==> src/rtl/core/dbd_pkg.sv <==
// dbd_pkg: constants, register codes and shared types of the detection box decoder
// used by detection_box_decode, dbd_accum, dbd_scale and the bench; depends on nothing
`timescale 1ns / 1ps

package dbd_pkg;

    // class score count limit and coordinate fraction bits
    localparam int MAX_CLASSES     = 128;
    localparam int COORD_FRAC_BITS = 4;

    // element positions within one box
    localparam int POS_W      = 8;
    localparam int LAST_W     = 9;
    localparam int POS_CX     = 0;
    localparam int POS_CY     = 1;
    localparam int POS_W_SIZE = 2;
    localparam int POS_H_SIZE = 3;
    localparam int POS_OBJ    = 4;
    localparam int POS_CLASS0 = 5;

    // product shifts: edge uses 2*c - s, so one more bit than the extent
    localparam int EDGE_SHIFT = COORD_FRAC_BITS + 13;
    localparam int EXT_SHIFT  = COORD_FRAC_BITS + 12;

    // configuration register indexes
    typedef enum logic [2:0] {
        REG_CONF_THRESHOLD = 3'd0,
        REG_NUM_CLASSES    = 3'd1,
        REG_INV_SCALE_X    = 3'd2,
        REG_INV_SCALE_Y    = 3'd3,
        REG_IMAGE_WIDTH    = 3'd4,
        REG_IMAGE_HEIGHT   = 3'd5
    } dbd_reg_t;

    // configuration register set
    typedef struct packed {
        logic [15:0] conf_threshold;
        logic [7:0]  num_classes;
        logic [15:0] inv_scale_x;
        logic [15:0] inv_scale_y;
        logic [12:0] image_width;
        logic [12:0] image_height;
    } dbd_cfg_t;

    // one finished box, as gathered from its elements
    typedef struct packed {
        logic [15:0] center_x;
        logic [15:0] center_y;
        logic [15:0] box_w;
        logic [15:0] box_h;
        logic [15:0] objectness;
        logic [15:0] best_score;
        logic [6:0]  best_class;
        logic [15:0] box_index;
    } dbd_box_t;

endpackage

==> src/rtl/core/dbd_elem_if.sv <==
// dbd_elem_if: valid/ready channel carrying one detector output element per item
// depends on nothing
`timescale 1ns / 1ps

interface dbd_elem_if;
    logic        valid;
    logic        ready;
    logic [15:0] element_value;
    logic        first_of_frame;

    modport source (output valid, output element_value, output first_of_frame, input ready);
    modport sink (input valid, input element_value, input first_of_frame, output ready);
endinterface

==> src/rtl/core/dbd_box_if.sv <==
// dbd_box_if: valid/ready channel carrying one decoded box per item
// depends on nothing
`timescale 1ns / 1ps

interface dbd_box_if;
    logic               valid;
    logic               ready;
    logic [15:0]        box_x;
    logic [15:0]        box_y;
    logic signed [16:0] box_width;
    logic signed [16:0] box_height;
    logic [6:0]         class_index;
    logic [15:0]        confidence;
    logic [15:0]        box_index;

    modport source (output valid, output box_x, output box_y, output box_width,
                    output box_height, output class_index, output confidence,
                    output box_index, input ready);
    modport sink (input valid, input box_x, input box_y, input box_width,
                  input box_height, input class_index, input confidence,
                  input box_index, output ready);
endinterface

==> src/rtl/core/detection_box_decode.sv <==
// detection_box_decode: top level of the streaming detector box decoder
// depends on dbd_pkg, dbd_elem_if, dbd_box_if, dbd_accum and dbd_scale
`timescale 1ns / 1ps

//  channel   direction  item                        handshake
//  elem      in         one output element          valid/ready
//  boxes     out        one decoded corner box      valid/ready
//  cfg       in         register write              cfg_write, no wait
//
//  one element is taken every cycle until every stage is full; elements that do not
//  close a box give no result; a closed box passes the box register, the product
//  register (five 16x16/17x16 multipliers) and the result register
//  reset clears positions, box count and pipeline valid bits; registers return
//  to their documented defaults
//  a stalled output holds its box; elements keep flowing until every stage is full

module detection_box_decode (
    input  logic        clk,
    input  logic        rst_n,
    input  logic        cfg_write,
    input  logic [2:0]  cfg_index,
    input  logic [15:0] cfg_data,
    dbd_elem_if.sink    elem,
    dbd_box_if.source   boxes
);
    import dbd_pkg::*;

    dbd_cfg_t cfg_reg;
    logic     box_valid, box_ready;
    dbd_box_t box;

    // configuration registers
    always_ff @(posedge clk or negedge rst_n)
    begin
        if (!rst_n)
        begin
            cfg_reg.conf_threshold <= 16'd16384;
            cfg_reg.num_classes    <= 8'd80;
            cfg_reg.inv_scale_x    <= 16'd4096;
            cfg_reg.inv_scale_y    <= 16'd4096;
            cfg_reg.image_width    <= 13'd640;
            cfg_reg.image_height   <= 13'd640;
        end
        else if (cfg_write)
        begin
            case (dbd_reg_t'(cfg_index))
                REG_CONF_THRESHOLD: cfg_reg.conf_threshold <= cfg_data;
                REG_NUM_CLASSES:    cfg_reg.num_classes    <= cfg_data[7:0];
                REG_INV_SCALE_X:    cfg_reg.inv_scale_x    <= cfg_data;
                REG_INV_SCALE_Y:    cfg_reg.inv_scale_y    <= cfg_data;
                REG_IMAGE_WIDTH:    cfg_reg.image_width    <= cfg_data[12:0];
                REG_IMAGE_HEIGHT:   cfg_reg.image_height   <= cfg_data[12:0];
                default:            ;
            endcase
        end
    end

    // element gathering and argmax
    dbd_accum u_accum (
        .clk         (clk),
        .rst_n       (rst_n),
        .num_classes (cfg_reg.num_classes),
        .elem        (elem),
        .box_valid   (box_valid),
        .box         (box),
        .box_ready   (box_ready)
    );

    // confidence, scaling and result register
    dbd_scale u_scale (
        .clk       (clk),
        .rst_n     (rst_n),
        .cfg       (cfg_reg),
        .box_valid (box_valid),
        .box       (box),
        .box_ready (box_ready),
        .boxes     (boxes)
    );
endmodule

==> src/rtl/core/dbd_accum.sv <==
// dbd_accum: element position tracking, running argmax and finished-box register
// depends on dbd_pkg and dbd_elem_if
`timescale 1ns / 1ps

module dbd_accum (
    input  logic              clk,
    input  logic              rst_n,
    input  logic [7:0]        num_classes,
    dbd_elem_if.sink          elem,
    output logic              box_valid,
    output dbd_pkg::dbd_box_t box,
    input  logic              box_ready
);
    import dbd_pkg::*;

    logic [POS_W-1:0]  pos_reg, pos_next;
    logic [15:0]       count_reg, count_next;
    logic [15:0]       cx_reg, cy_reg, w_reg, h_reg, obj_reg, best_reg;
    logic [6:0]        class_reg;
    logic              s1_valid_reg, s1_valid_next;
    dbd_box_t          s1_box_reg;

    logic [LAST_W-1:0] nc_eff, last_pos;
    logic [POS_W-1:0]  pos_cur, class_off;
    logic [15:0]       count_cur, best_new;
    logic [6:0]        class_new;
    logic              accept, closing;

    // effective class count and last position of a box
    always_comb
    begin
        nc_eff = {1'b0, num_classes};
        if (nc_eff == '0)
            nc_eff = LAST_W'(1);
        else if (nc_eff > LAST_W'(MAX_CLASSES))
            nc_eff = LAST_W'(MAX_CLASSES);
        last_pos = LAST_W'(POS_OBJ) + nc_eff;
    end

    // input handshake: the finished-box register frees up when taken
    assign elem.ready = !s1_valid_reg || box_ready;
    assign accept     = elem.valid && elem.ready;

    // frame start restarts position and count
    assign pos_cur   = elem.first_of_frame ? '0 : pos_reg;
    assign count_cur = elem.first_of_frame ? '0 : count_reg;
    assign closing   = {1'b0, pos_cur} >= last_pos;
    assign class_off = pos_cur - POS_W'(POS_CLASS0);

    // running argmax, first class wins on a tie
    always_comb
    begin
        best_new  = best_reg;
        class_new = class_reg;
        if (pos_cur == POS_W'(POS_CLASS0) || elem.element_value > best_reg)
        begin
            best_new  = elem.element_value;
            class_new = class_off[6:0];
        end
    end

    // position and count update
    always_comb
    begin
        pos_next      = pos_reg;
        count_next    = count_reg;
        s1_valid_next = s1_valid_reg && !box_ready;
        if (accept)
        begin
            if (closing)
            begin
                pos_next      = '0;
                count_next    = count_cur + 16'd1;
                s1_valid_next = 1'b1;
            end
            else
            begin
                pos_next   = pos_cur + POS_W'(1);
                count_next = count_cur;
            end
        end
    end

    always_ff @(posedge clk or negedge rst_n)
    begin
        if (!rst_n)
        begin
            pos_reg      <= '0;
            count_reg    <= '0;
            s1_valid_reg <= 1'b0;
        end
        else
        begin
            pos_reg      <= pos_next;
            count_reg    <= count_next;
            s1_valid_reg <= s1_valid_next;
        end
    end

    // element capture by position
    always_ff @(posedge clk)
    begin
        if (accept)
        begin
            case (pos_cur)
                POS_W'(POS_CX):     cx_reg  <= elem.element_value;
                POS_W'(POS_CY):     cy_reg  <= elem.element_value;
                POS_W'(POS_W_SIZE): w_reg   <= elem.element_value;
                POS_W'(POS_H_SIZE): h_reg   <= elem.element_value;
                POS_W'(POS_OBJ):    obj_reg <= elem.element_value;
                default:
                begin
                    best_reg  <= best_new;
                    class_reg <= class_new;
                end
            endcase
            if (closing)
            begin
                s1_box_reg.center_x   <= cx_reg;
                s1_box_reg.center_y   <= cy_reg;
                s1_box_reg.box_w      <= w_reg;
                s1_box_reg.box_h      <= h_reg;
                s1_box_reg.objectness <= obj_reg;
                s1_box_reg.best_score <= best_new;
                s1_box_reg.best_class <= class_new;
                s1_box_reg.box_index  <= count_cur;
            end
        end
    end

    assign box_valid = s1_valid_reg;
    assign box       = s1_box_reg;

    // position never runs past the last position of the largest box
    a_pos_bound: assert property (@(posedge clk) disable iff (!rst_n)
        pos_reg <= POS_W'(POS_OBJ + MAX_CLASSES))
        else $error("element position past box end");

    // an accepted closing element always produces a finished box and restarts the position
    a_box_from_close: assert property (@(posedge clk) disable iff (!rst_n)
        accept && closing |=> s1_valid_reg && pos_reg == '0)
        else $error("closing element did not produce a box");

    // a stalled finished box is not overwritten
    a_box_hold: assert property (@(posedge clk) disable iff (!rst_n)
        s1_valid_reg && !box_ready |=> s1_valid_reg && $stable(s1_box_reg))
        else $error("waiting box changed");
endmodule

==> src/rtl/core/dbd_scale.sv <==
// dbd_scale: confidence and scaling products, thresholding, edge clamping, result register
// depends on dbd_pkg and dbd_box_if
`timescale 1ns / 1ps

module dbd_scale (
    input  logic              clk,
    input  logic              rst_n,
    input  dbd_pkg::dbd_cfg_t cfg,
    input  logic              box_valid,
    input  dbd_pkg::dbd_box_t box,
    output logic              box_ready,
    dbd_box_if.source         boxes
);
    import dbd_pkg::*;

    localparam int XW = 34;

    logic               s2_valid_reg, out_valid_reg;
    logic [31:0]        conf_prod_reg, wx_prod_reg, hy_prod_reg;
    logic [32:0]        ex_prod_reg, ey_prod_reg;
    logic               x_pos_reg, y_pos_reg, obj_ok_reg;
    logic [6:0]         class_reg;
    logic [15:0]        index_reg;

    logic signed [17:0] twice_x, twice_y;
    logic               out_take, s2_take;
    logic [15:0]        conf_val, edge_x, edge_y;
    logic [32:0]        edge_x_full, edge_y_full;
    logic [31:0]        ext_x_full, ext_y_full;
    logic signed [XW-1:0] ext_x, ext_y, room_x, room_y, lim_x, lim_y;
    logic               keep;

    logic [15:0]        box_x_reg, box_y_reg, conf_out_reg, index_out_reg;
    logic signed [16:0] width_reg, height_reg;
    logic [6:0]         class_out_reg;

    // pipeline flow control
    assign out_take  = !out_valid_reg || boxes.ready;
    assign s2_take   = !s2_valid_reg || out_take;
    assign box_ready = s2_take;

    // doubled left and top edges in coordinate units
    assign twice_x = $signed({1'b0, box.center_x, 1'b0}) - $signed({2'b00, box.box_w});
    assign twice_y = $signed({1'b0, box.center_y, 1'b0}) - $signed({2'b00, box.box_h});

    // product stage
    always_ff @(posedge clk or negedge rst_n)
    begin
        if (!rst_n)
            s2_valid_reg <= 1'b0;
        else if (s2_take)
            s2_valid_reg <= box_valid;
    end

    always_ff @(posedge clk)
    begin
        if (s2_take && box_valid)
        begin
            conf_prod_reg <= 32'(box.objectness) * 32'(box.best_score);
            ex_prod_reg   <= 33'(twice_x[16:0]) * 33'(cfg.inv_scale_x);
            ey_prod_reg   <= 33'(twice_y[16:0]) * 33'(cfg.inv_scale_y);
            wx_prod_reg   <= 32'(box.box_w) * 32'(cfg.inv_scale_x);
            hy_prod_reg   <= 32'(box.box_h) * 32'(cfg.inv_scale_y);
            x_pos_reg     <= !twice_x[17] && (twice_x != '0);
            y_pos_reg     <= !twice_y[17] && (twice_y != '0);
            obj_ok_reg    <= box.objectness >= cfg.conf_threshold;
            class_reg     <= box.best_class;
            index_reg     <= box.box_index;
        end
    end

    // confidence and keep decision
    assign conf_val = conf_prod_reg[31:16];
    assign keep     = obj_ok_reg && (conf_val >= cfg.conf_threshold);

    // edges: zero when not positive, saturate at the top
    always_comb
    begin
        edge_x_full = ex_prod_reg >> EDGE_SHIFT;
        edge_y_full = ey_prod_reg >> EDGE_SHIFT;
        edge_x = '0;
        edge_y = '0;
        if (x_pos_reg)
            edge_x = (edge_x_full > 33'hFFFF) ? 16'hFFFF : edge_x_full[15:0];
        if (y_pos_reg)
            edge_y = (edge_y_full > 33'hFFFF) ? 16'hFFFF : edge_y_full[15:0];
    end

    // extents limited to the distance to the image edge
    always_comb
    begin
        ext_x_full = wx_prod_reg >> EXT_SHIFT;
        ext_y_full = hy_prod_reg >> EXT_SHIFT;
        ext_x  = $signed({2'b00, ext_x_full});
        ext_y  = $signed({2'b00, ext_y_full});
        room_x = $signed(XW'(cfg.image_width)) - $signed(XW'(edge_x));
        room_y = $signed(XW'(cfg.image_height)) - $signed(XW'(edge_y));
        lim_x  = (ext_x < room_x) ? ext_x : room_x;
        lim_y  = (ext_y < room_y) ? ext_y : room_y;
    end

    // result register
    always_ff @(posedge clk or negedge rst_n)
    begin
        if (!rst_n)
            out_valid_reg <= 1'b0;
        else if (out_take)
            out_valid_reg <= s2_valid_reg && keep;
    end

    always_ff @(posedge clk)
    begin
        if (out_take && s2_valid_reg)
        begin
            box_x_reg     <= edge_x;
            box_y_reg     <= edge_y;
            width_reg     <= lim_x[16:0];
            height_reg    <= lim_y[16:0];
            class_out_reg <= class_reg;
            conf_out_reg  <= conf_val;
            index_out_reg <= index_reg;
        end
    end

    assign boxes.valid       = out_valid_reg;
    assign boxes.box_x       = box_x_reg;
    assign boxes.box_y       = box_y_reg;
    assign boxes.box_width   = width_reg;
    assign boxes.box_height  = height_reg;
    assign boxes.class_index = class_out_reg;
    assign boxes.confidence  = conf_out_reg;
    assign boxes.box_index   = index_out_reg;

    // an emitted box always passes the confidence threshold
    a_conf_pass: assert property (@(posedge clk) disable iff (!rst_n)
        out_valid_reg |-> conf_out_reg >= cfg.conf_threshold)
        else $error("box below confidence threshold emitted");

    // a new result comes only from a valid product stage
    a_out_source: assert property (@(posedge clk) disable iff (!rst_n)
        $rose(out_valid_reg) |-> $past(s2_valid_reg))
        else $error("result without product stage item");

    // the width never exceeds the room to the right image edge
    a_width_room: assert property (@(posedge clk) disable iff (!rst_n)
        out_valid_reg |-> $signed(XW'(width_reg)) + $signed(XW'(box_x_reg))
                          <= $signed(XW'(cfg.image_width)))
        else $error("box width past image edge");
endmodule

==> src/flat_wrapper.sv <==
// flat-port wrapper written by rule: the top's interface ports become plain ports
module detection_box_decode_flat import dbd_pkg::*;
  (clk, rst_n, cfg_write, cfg_index, cfg_data, elem_valid, elem_element_value, elem_first_of_frame, elem_ready, boxes_valid, boxes_box_x, boxes_box_y, boxes_box_width, boxes_box_height, boxes_class_index, boxes_confidence, boxes_box_index, boxes_ready);
  dbd_elem_if elem_i ();
  dbd_box_if boxes_i ();
  input  logic clk;
  input  logic rst_n;
  input  logic cfg_write;
  input  logic [2:0] cfg_index;
  input  logic [15:0] cfg_data;
  input wire logic [$bits(elem_i.valid)-1:0] elem_valid;
  input wire logic [$bits(elem_i.element_value)-1:0] elem_element_value;
  input wire logic [$bits(elem_i.first_of_frame)-1:0] elem_first_of_frame;
  output wire logic [$bits(elem_i.ready)-1:0] elem_ready;
  output wire logic [$bits(boxes_i.valid)-1:0] boxes_valid;
  output wire logic [$bits(boxes_i.box_x)-1:0] boxes_box_x;
  output wire logic [$bits(boxes_i.box_y)-1:0] boxes_box_y;
  output wire logic [$bits(boxes_i.box_width)-1:0] boxes_box_width;
  output wire logic [$bits(boxes_i.box_height)-1:0] boxes_box_height;
  output wire logic [$bits(boxes_i.class_index)-1:0] boxes_class_index;
  output wire logic [$bits(boxes_i.confidence)-1:0] boxes_confidence;
  output wire logic [$bits(boxes_i.box_index)-1:0] boxes_box_index;
  input wire logic [$bits(boxes_i.ready)-1:0] boxes_ready;
  assign elem_i.valid = elem_valid;
  assign elem_i.element_value = elem_element_value;
  assign elem_i.first_of_frame = elem_first_of_frame;
  assign elem_ready = elem_i.ready;
  assign boxes_valid = boxes_i.valid;
  assign boxes_box_x = boxes_i.box_x;
  assign boxes_box_y = boxes_i.box_y;
  assign boxes_box_width = boxes_i.box_width;
  assign boxes_box_height = boxes_i.box_height;
  assign boxes_class_index = boxes_i.class_index;
  assign boxes_confidence = boxes_i.confidence;
  assign boxes_box_index = boxes_i.box_index;
  assign boxes_i.ready = boxes_ready;
  detection_box_decode u_core (.clk(clk), .rst_n(rst_n), .cfg_write(cfg_write), .cfg_index(cfg_index), .cfg_data(cfg_data), .elem(elem_i), .boxes(boxes_i));
endmodule
==> config.mk <==
export PLATFORM = sky130hd
export DESIGN_NAME = detection_box_decode_flat
export DESIGN_NICKNAME = d
export VERILOG_FILES = /design/src/rtl/core/dbd_pkg.sv /design/src/rtl/core/dbd_elem_if.sv /design/src/rtl/core/dbd_box_if.sv /design/src/rtl/core/detection_box_decode.sv /design/src/rtl/core/dbd_accum.sv /design/src/rtl/core/dbd_scale.sv /design/src/flat_wrapper.sv
export SDC_FILE = /design/constraint.sdc
export NUM_CORES = 2
export LEC_CHECK = 0
export ABC_CLOCK_PERIOD_IN_PS = 9200
export BUFFER_PORTS_ARGS = -buffer_cell sky130_fd_sc_hd__buf_2
export CORE_MARGIN = 4
export CORE_UTILIZATION = 66
export DETAILED_ROUTE_END_ITERATION = 12
export MAX_ROUTING_LAYER = met4
export PLACE_DENSITY = 0.83
export SLEW_MARGIN = 20
export SYNTH_ARGS = -nofsm -noshare
export SYNTH_HDL_FRONTEND = slang
export SYNTH_SLANG_ARGS = --single-unit
==> constraint.sdc <==
create_clock -name clk -period 9.2 [get_ports clk]
set_input_delay 1.38 -clock clk [delete_from_list [all_inputs] [get_ports clk]]
set_output_delay 1.38 -clock clk [all_outputs]
set_load 0.01 [all_outputs]
Yosys cells after proc, flatten, opt, wreduce, memory -nomap -nowiden --
Index checks and enable logic that the tools add are counted. Widths: inputs -> output; s select.
Word-level totals: latch bits 0, memory bits (read-only) 0, memories kept 0, output and inout port bits 107, flip-flop bits (word level) 624, logic and storage cells 131, RAM bits 0
Cells by class: bitwise logic cells 1, multiplexer cells 16, reductions and logical operators 37, shifts and indexed selects 0, add/sub/neg operators 8, magnitude comparators 9, div/mod/pow operators 0, equal/unequal tests 10, multipliers 5
Operators with widths (number):
- $mux 16 | 9
- $mul 16x16->32 | 3
- $mul 17x16->33 | 2
- $reduce_bool 18->1 | 2
- $sub 17x16->18 | 2
- $lt 17x17->1 | 2
- $sub 13x16->17 | 2
- $ge 16x16->1 | 2
- $gt 16x16->1 const B | 2
- $reduce_and 2->1 | 13
- $mux 8 | 3
- $add 16x1->16 const B | 1
- $eq 8x2->1 const B | 2
- $eq 8x3->1 const B | 2
- $gt 16x16->1 | 1
- $logic_not 8->1 | 2
- $add 3x9->9 const A | 1
- $ge 8x9->1 | 1
- $mux 9 | 1
- $add 8x1->8 const B | 1
- $eq 8x1->1 const B | 1
- $gt 8x8->1 const B | 1
- $logic_and 1x1->1 | 8
- $mux 7 | 1
- 10 further kinds | 21

Depth between registers and ports, before layout --
depth in word-level cells 7, mapped depth 35, depth with buffers taken out 33

By module --
Synthesis repeated with hierarchy kept, for this count alone.
Second synthesis, totals: cells, all modules 6249, area, all modules 64540.6 um^2
Modules (own cells, without submodules):
- dbd_scale | cells each 5527, seq. area each 6386.1 um^2, times used 1, area each 51906.0 um^2
- dbd_accum | cells each 545, seq. area each 7292.0 um^2, times used 1, area each 9499.1 um^2
- detection_box_decode | cells each 177, seq. area each 2063.2 um^2, times used 1, area each 3135.5 um^2

Worst setup path before layout --
Ideal clock, no wire load.
kind reg2reg, start register u_core.u_accum.s1_box_reg (netlist bit u_core.u_accum.box[56]), end register u_core.u_scale.ey_prod_reg[32] (data pin), slack 0.781 ns, library setup time 0.260 ns, arrival time 8.159 ns, required time 8.940 ns, cell stages (with the launch flop) 34, path through edfxtp_1 > clkbuf_1 > inv_1 > ha_1 > nor2b_1 > o21a_1 > o21ai_1 > a211oi_1 > o31a_1 > a21o_1 > a21oi_1 > xnor2_1 > clkbuf_1 > nand2_1 > fa_1 > fa_1 > fa_1 > inv_1 > fa_1 > fa_1 > inv_1 > fa_1 > inv_1 > ha_1 > and2_1 > a221oi_1 > nor2_1 > a211oi_1 > a31oi_1 > nor2_1 > o21ai_1 > a211oi_1 > o211ai_1 > xnor2_1
Between the ends: word-level cells in the longest chain between the ends 2
RTL lines:
- start: declaration | RTL line dbd_accum.sv:21 | dbd_box_t s1_box_reg;
- $sub 17x16->18 | RTL line dbd_scale.sv:44 | assign twice_y = $signed({1'b0, box.center_y, 1'b0}) - $signed({2'b00, box.box_h});
- $mul 17x16->33 | RTL line dbd_scale.sv:61 | ey_prod_reg <= 33'(twice_y[16:0]) * 33'(cfg.inv_scale_y);
- end signal: assignment | RTL line dbd_scale.sv:61
- end: declaration | RTL line dbd_scale.sv:20 | logic [32:0] ex_prod_reg, ey_prod_reg;
Every way passes these cells. A chain may end at the register's enable or synchronous reset.

Worst setup path in the final report --
start register u_core.u_accum.s1_box_reg (netlist bit u_core.u_accum.box[56]), end register u_core.u_scale.ey_prod_reg[31] (data pin)
Same word-level chain as after synthesis.

==> flow_summary.json <==
{
  "status": "completed",
  "path_buf_inv": 7,
  "yosysWarnings": 0,
  "coreArea_sq_mm": 0.0954,
  "slew_violations": 0,
  "cp_common_cell": "fa_1",
  "synth_fp_nets": 7920,
  "grt_pass1_wl_mm": 258,
  "drt_iter0_markers": 4079,
  "period_needed_ns": 8.73,
  "whs_path_depth": 0,
  "cp_max_fo": 17,
  "ys.flop_type": "edfxtp_1",
  "rows": 113,
  "grt_max_degree": 67,
  "regArea_sq_mm": 0.0157,
  "clk_root_buffer_cell": "clkbuf_16",
  "viasPerCell": 5.88,
  "setup_tns_ns": 0,
  "place_ws_ns": 0.309,
  "ys_ff_latch": 542,
  "portBuffers": 147,
  "syn-mean-instance-area_sq_um": 10.2,
  "post_cts_buffers": 0,
  "maxSlewHeadroom": 0.257,
  "synth_area_leaders": "fa_1 31%, edfxtp_1 20%, ha_1 13%",
  "final_nets": 8003,
  "drc": 0,
  "synthCells": 6224,
  "crit_path_start_kind": "register",
  "largest_reg_flops": 119,
  "crit_cells": 32,
  "setup_ws_ns": 0.474,
  "end_kind": "register",
  "cp_data_arrival_time_ns": 9.24,
  "synth_top_area_share": 0.313,
  "vias": 44879,
  "crit_slowest_cell": "fa_1",
  "clock_latency_ns": 0.68,
  "dieArea_sq_mm": 0.102,
  "holdCritPathClass": "reg2reg",
  "chipWidth_um": 319,
  "cpPeakStageDelay_ns": 0.52,
  "drtPass1Iterations": 6,
  "critPathTopFamily": "adder cells",
  "initial_utilization": 0.668,
  "yosysSeqAreaShare": 0.247,
  "drive_gt1_frac": 0.0769,
  "grt_pass1_vias": 47670,
  "wl_per_cell_um": 21.0,
  "fmax_mhz": 115,
  "grt.overflow.total": 0,
  "fp.dieH_um": 319,
  "multi_input_area_sq_mm": 0.0424,
  "worstMarginPinSlew_ns": 1.12,
  "timing.final.crit_share": 0.948,
  "cts_sinks": 542,
  "rsz0062_at_grt": "false",
  "final-setup-viol-count": 0,
  "critPathKind": "reg2reg",
  "cts_buffer_depth": 3,
  "netlist_area_sq_mm": 0.0638,
  "async_reset_ff_frac": 0.201,
  "area_growth_pct": 6.91,
  "cts_tree": "yes",
  "drtAntennaViolNets": 0,
  "required_ns": 9.71,
  "r2r_cells": 32,
  "synth.top_cells.by_count": "1,297 x inv_1, 997 x fa_1, 897 x nand2_1, 658 x ha_1, 478 x and2_1",
  "holdWs_ns": 0.406,
  "dp.final_hpwl_mm": 123,
  "wirelength_mm": 160,
  "place.gp.congestion": 0.969,
  "cts_buffers": 59,
  "cap_violations": 0,
  "cts.clk_slew.worst_paths_ns": 0.07,
  "hold_viol_final": 0,
  "ioPinCount": 148,
  "synth_most_common_cell": "inv_1",
  "fill_cells": 6623,
  "antenna_found_initial": 7,
  "skew_ns": 0.0272,
  "h-tree-depth": 2,
  "synth.distinct_cells": 79,
  "grt.total_usage": 0.333,
  "yosysTopAreaCell": "fa_1",
  "synth_edf_count": 433
}
-- layout make-up --
type | instances | share of cell area
Antenna cell | 12 | 0.000440
Multi-Input combinational cell | 4156 | 0.622
Clock buffer | 77 | 0.0235
Tap cell | 1265 | 0.0232
Sequential cell | 542 | 0.231
Inverter | 1297 | 0.0714
Clock inverter | 35 | 0.00594
Timing Repair Buffer | 251 | 0.0223
-- per-stage QoR --
step / utilization / cell area (sq um) / std cells
floorplan: - / 63800 / 6224
global placement: 0.693 / 66100 / 7511
finish: 0.715 / 68200 / 7635
CTS: 0.714 / 68100 / 7623
detailed placement: 0.693 / 66100 / 7511
global route: 0.714 / 68200 / 7630
-- layout by cell type, fill, tap and decap left out, types with 81 or more instances in the layout --
| cell type | instances |
|---|---|
| buf_4 | 105 |
| nor2_1 | 106 |
| nand2_1 | 897 |
| mux2_2 | 86 |
| dfrtp_1 | 100 |
| and2_1 | 476 |
| buf_2 | 146 |
| a21oi_1 | 113 |
| ha_1 | 658 |
| fa_1 | 997 |
| edfxtp_1 | 433 |
| inv_1 | 1296 |
| o21ai_0 | 102 |
| xnor2_1 | 81 |
-- logic make-up after synthesis --
| logic type | after synthesis | share of synthesized area |
|---|---|---|
| xor+xnor | 139 | 0.0191 |
| mux | 123 | 0.0210 |
| flops | 542 | 0.247 |
| buf+inv | 1526 | 0.0899 |
| fa+ha+maj | 1655 | 0.442 |
| simple gates | 1801 | 0.136 |
| compound gates | 438 | 0.0451 |
-- routing by layer --
metal	track usage	up-vias	wire length, um
met5	-	-	0
met4	0.121	0	6740
met3	0.0901	485	19100
met2	0.508	2481	72500
met1	0.435	22408	62100
li1	-	19505	-
-- final timing paths --
kind	endpoint	startpoint	slack, ns
max	u_core.u_scale.ey_prod_reg[31]	u_core.u_accum.box[56]	0.47
min	u_core.u_accum.box[43]	u_core.u_accum.obj_reg[4]	0.41
max reg2reg	u_core.u_scale.ey_prod_reg[31]	u_core.u_accum.box[56]	0.47
min reg2reg	u_core.u_accum.box[43]	u_core.u_accum.obj_reg[4]	0.41
max in group asynchronous	u_core.cfg_reg[6]	rst_n	7.09
min in group asynchronous	u_core.u_accum.count_reg[15]	rst_n	0.75
-- repair_timing --
action	in CTS	in global routing
hold buffers	0	0
setup endpoints to repair	0	4
resized for setup	0	2
Power is left out: the tool's default activity adds up to more than one toggle a clock period on the data nets, which glitch-free logic cannot reach.
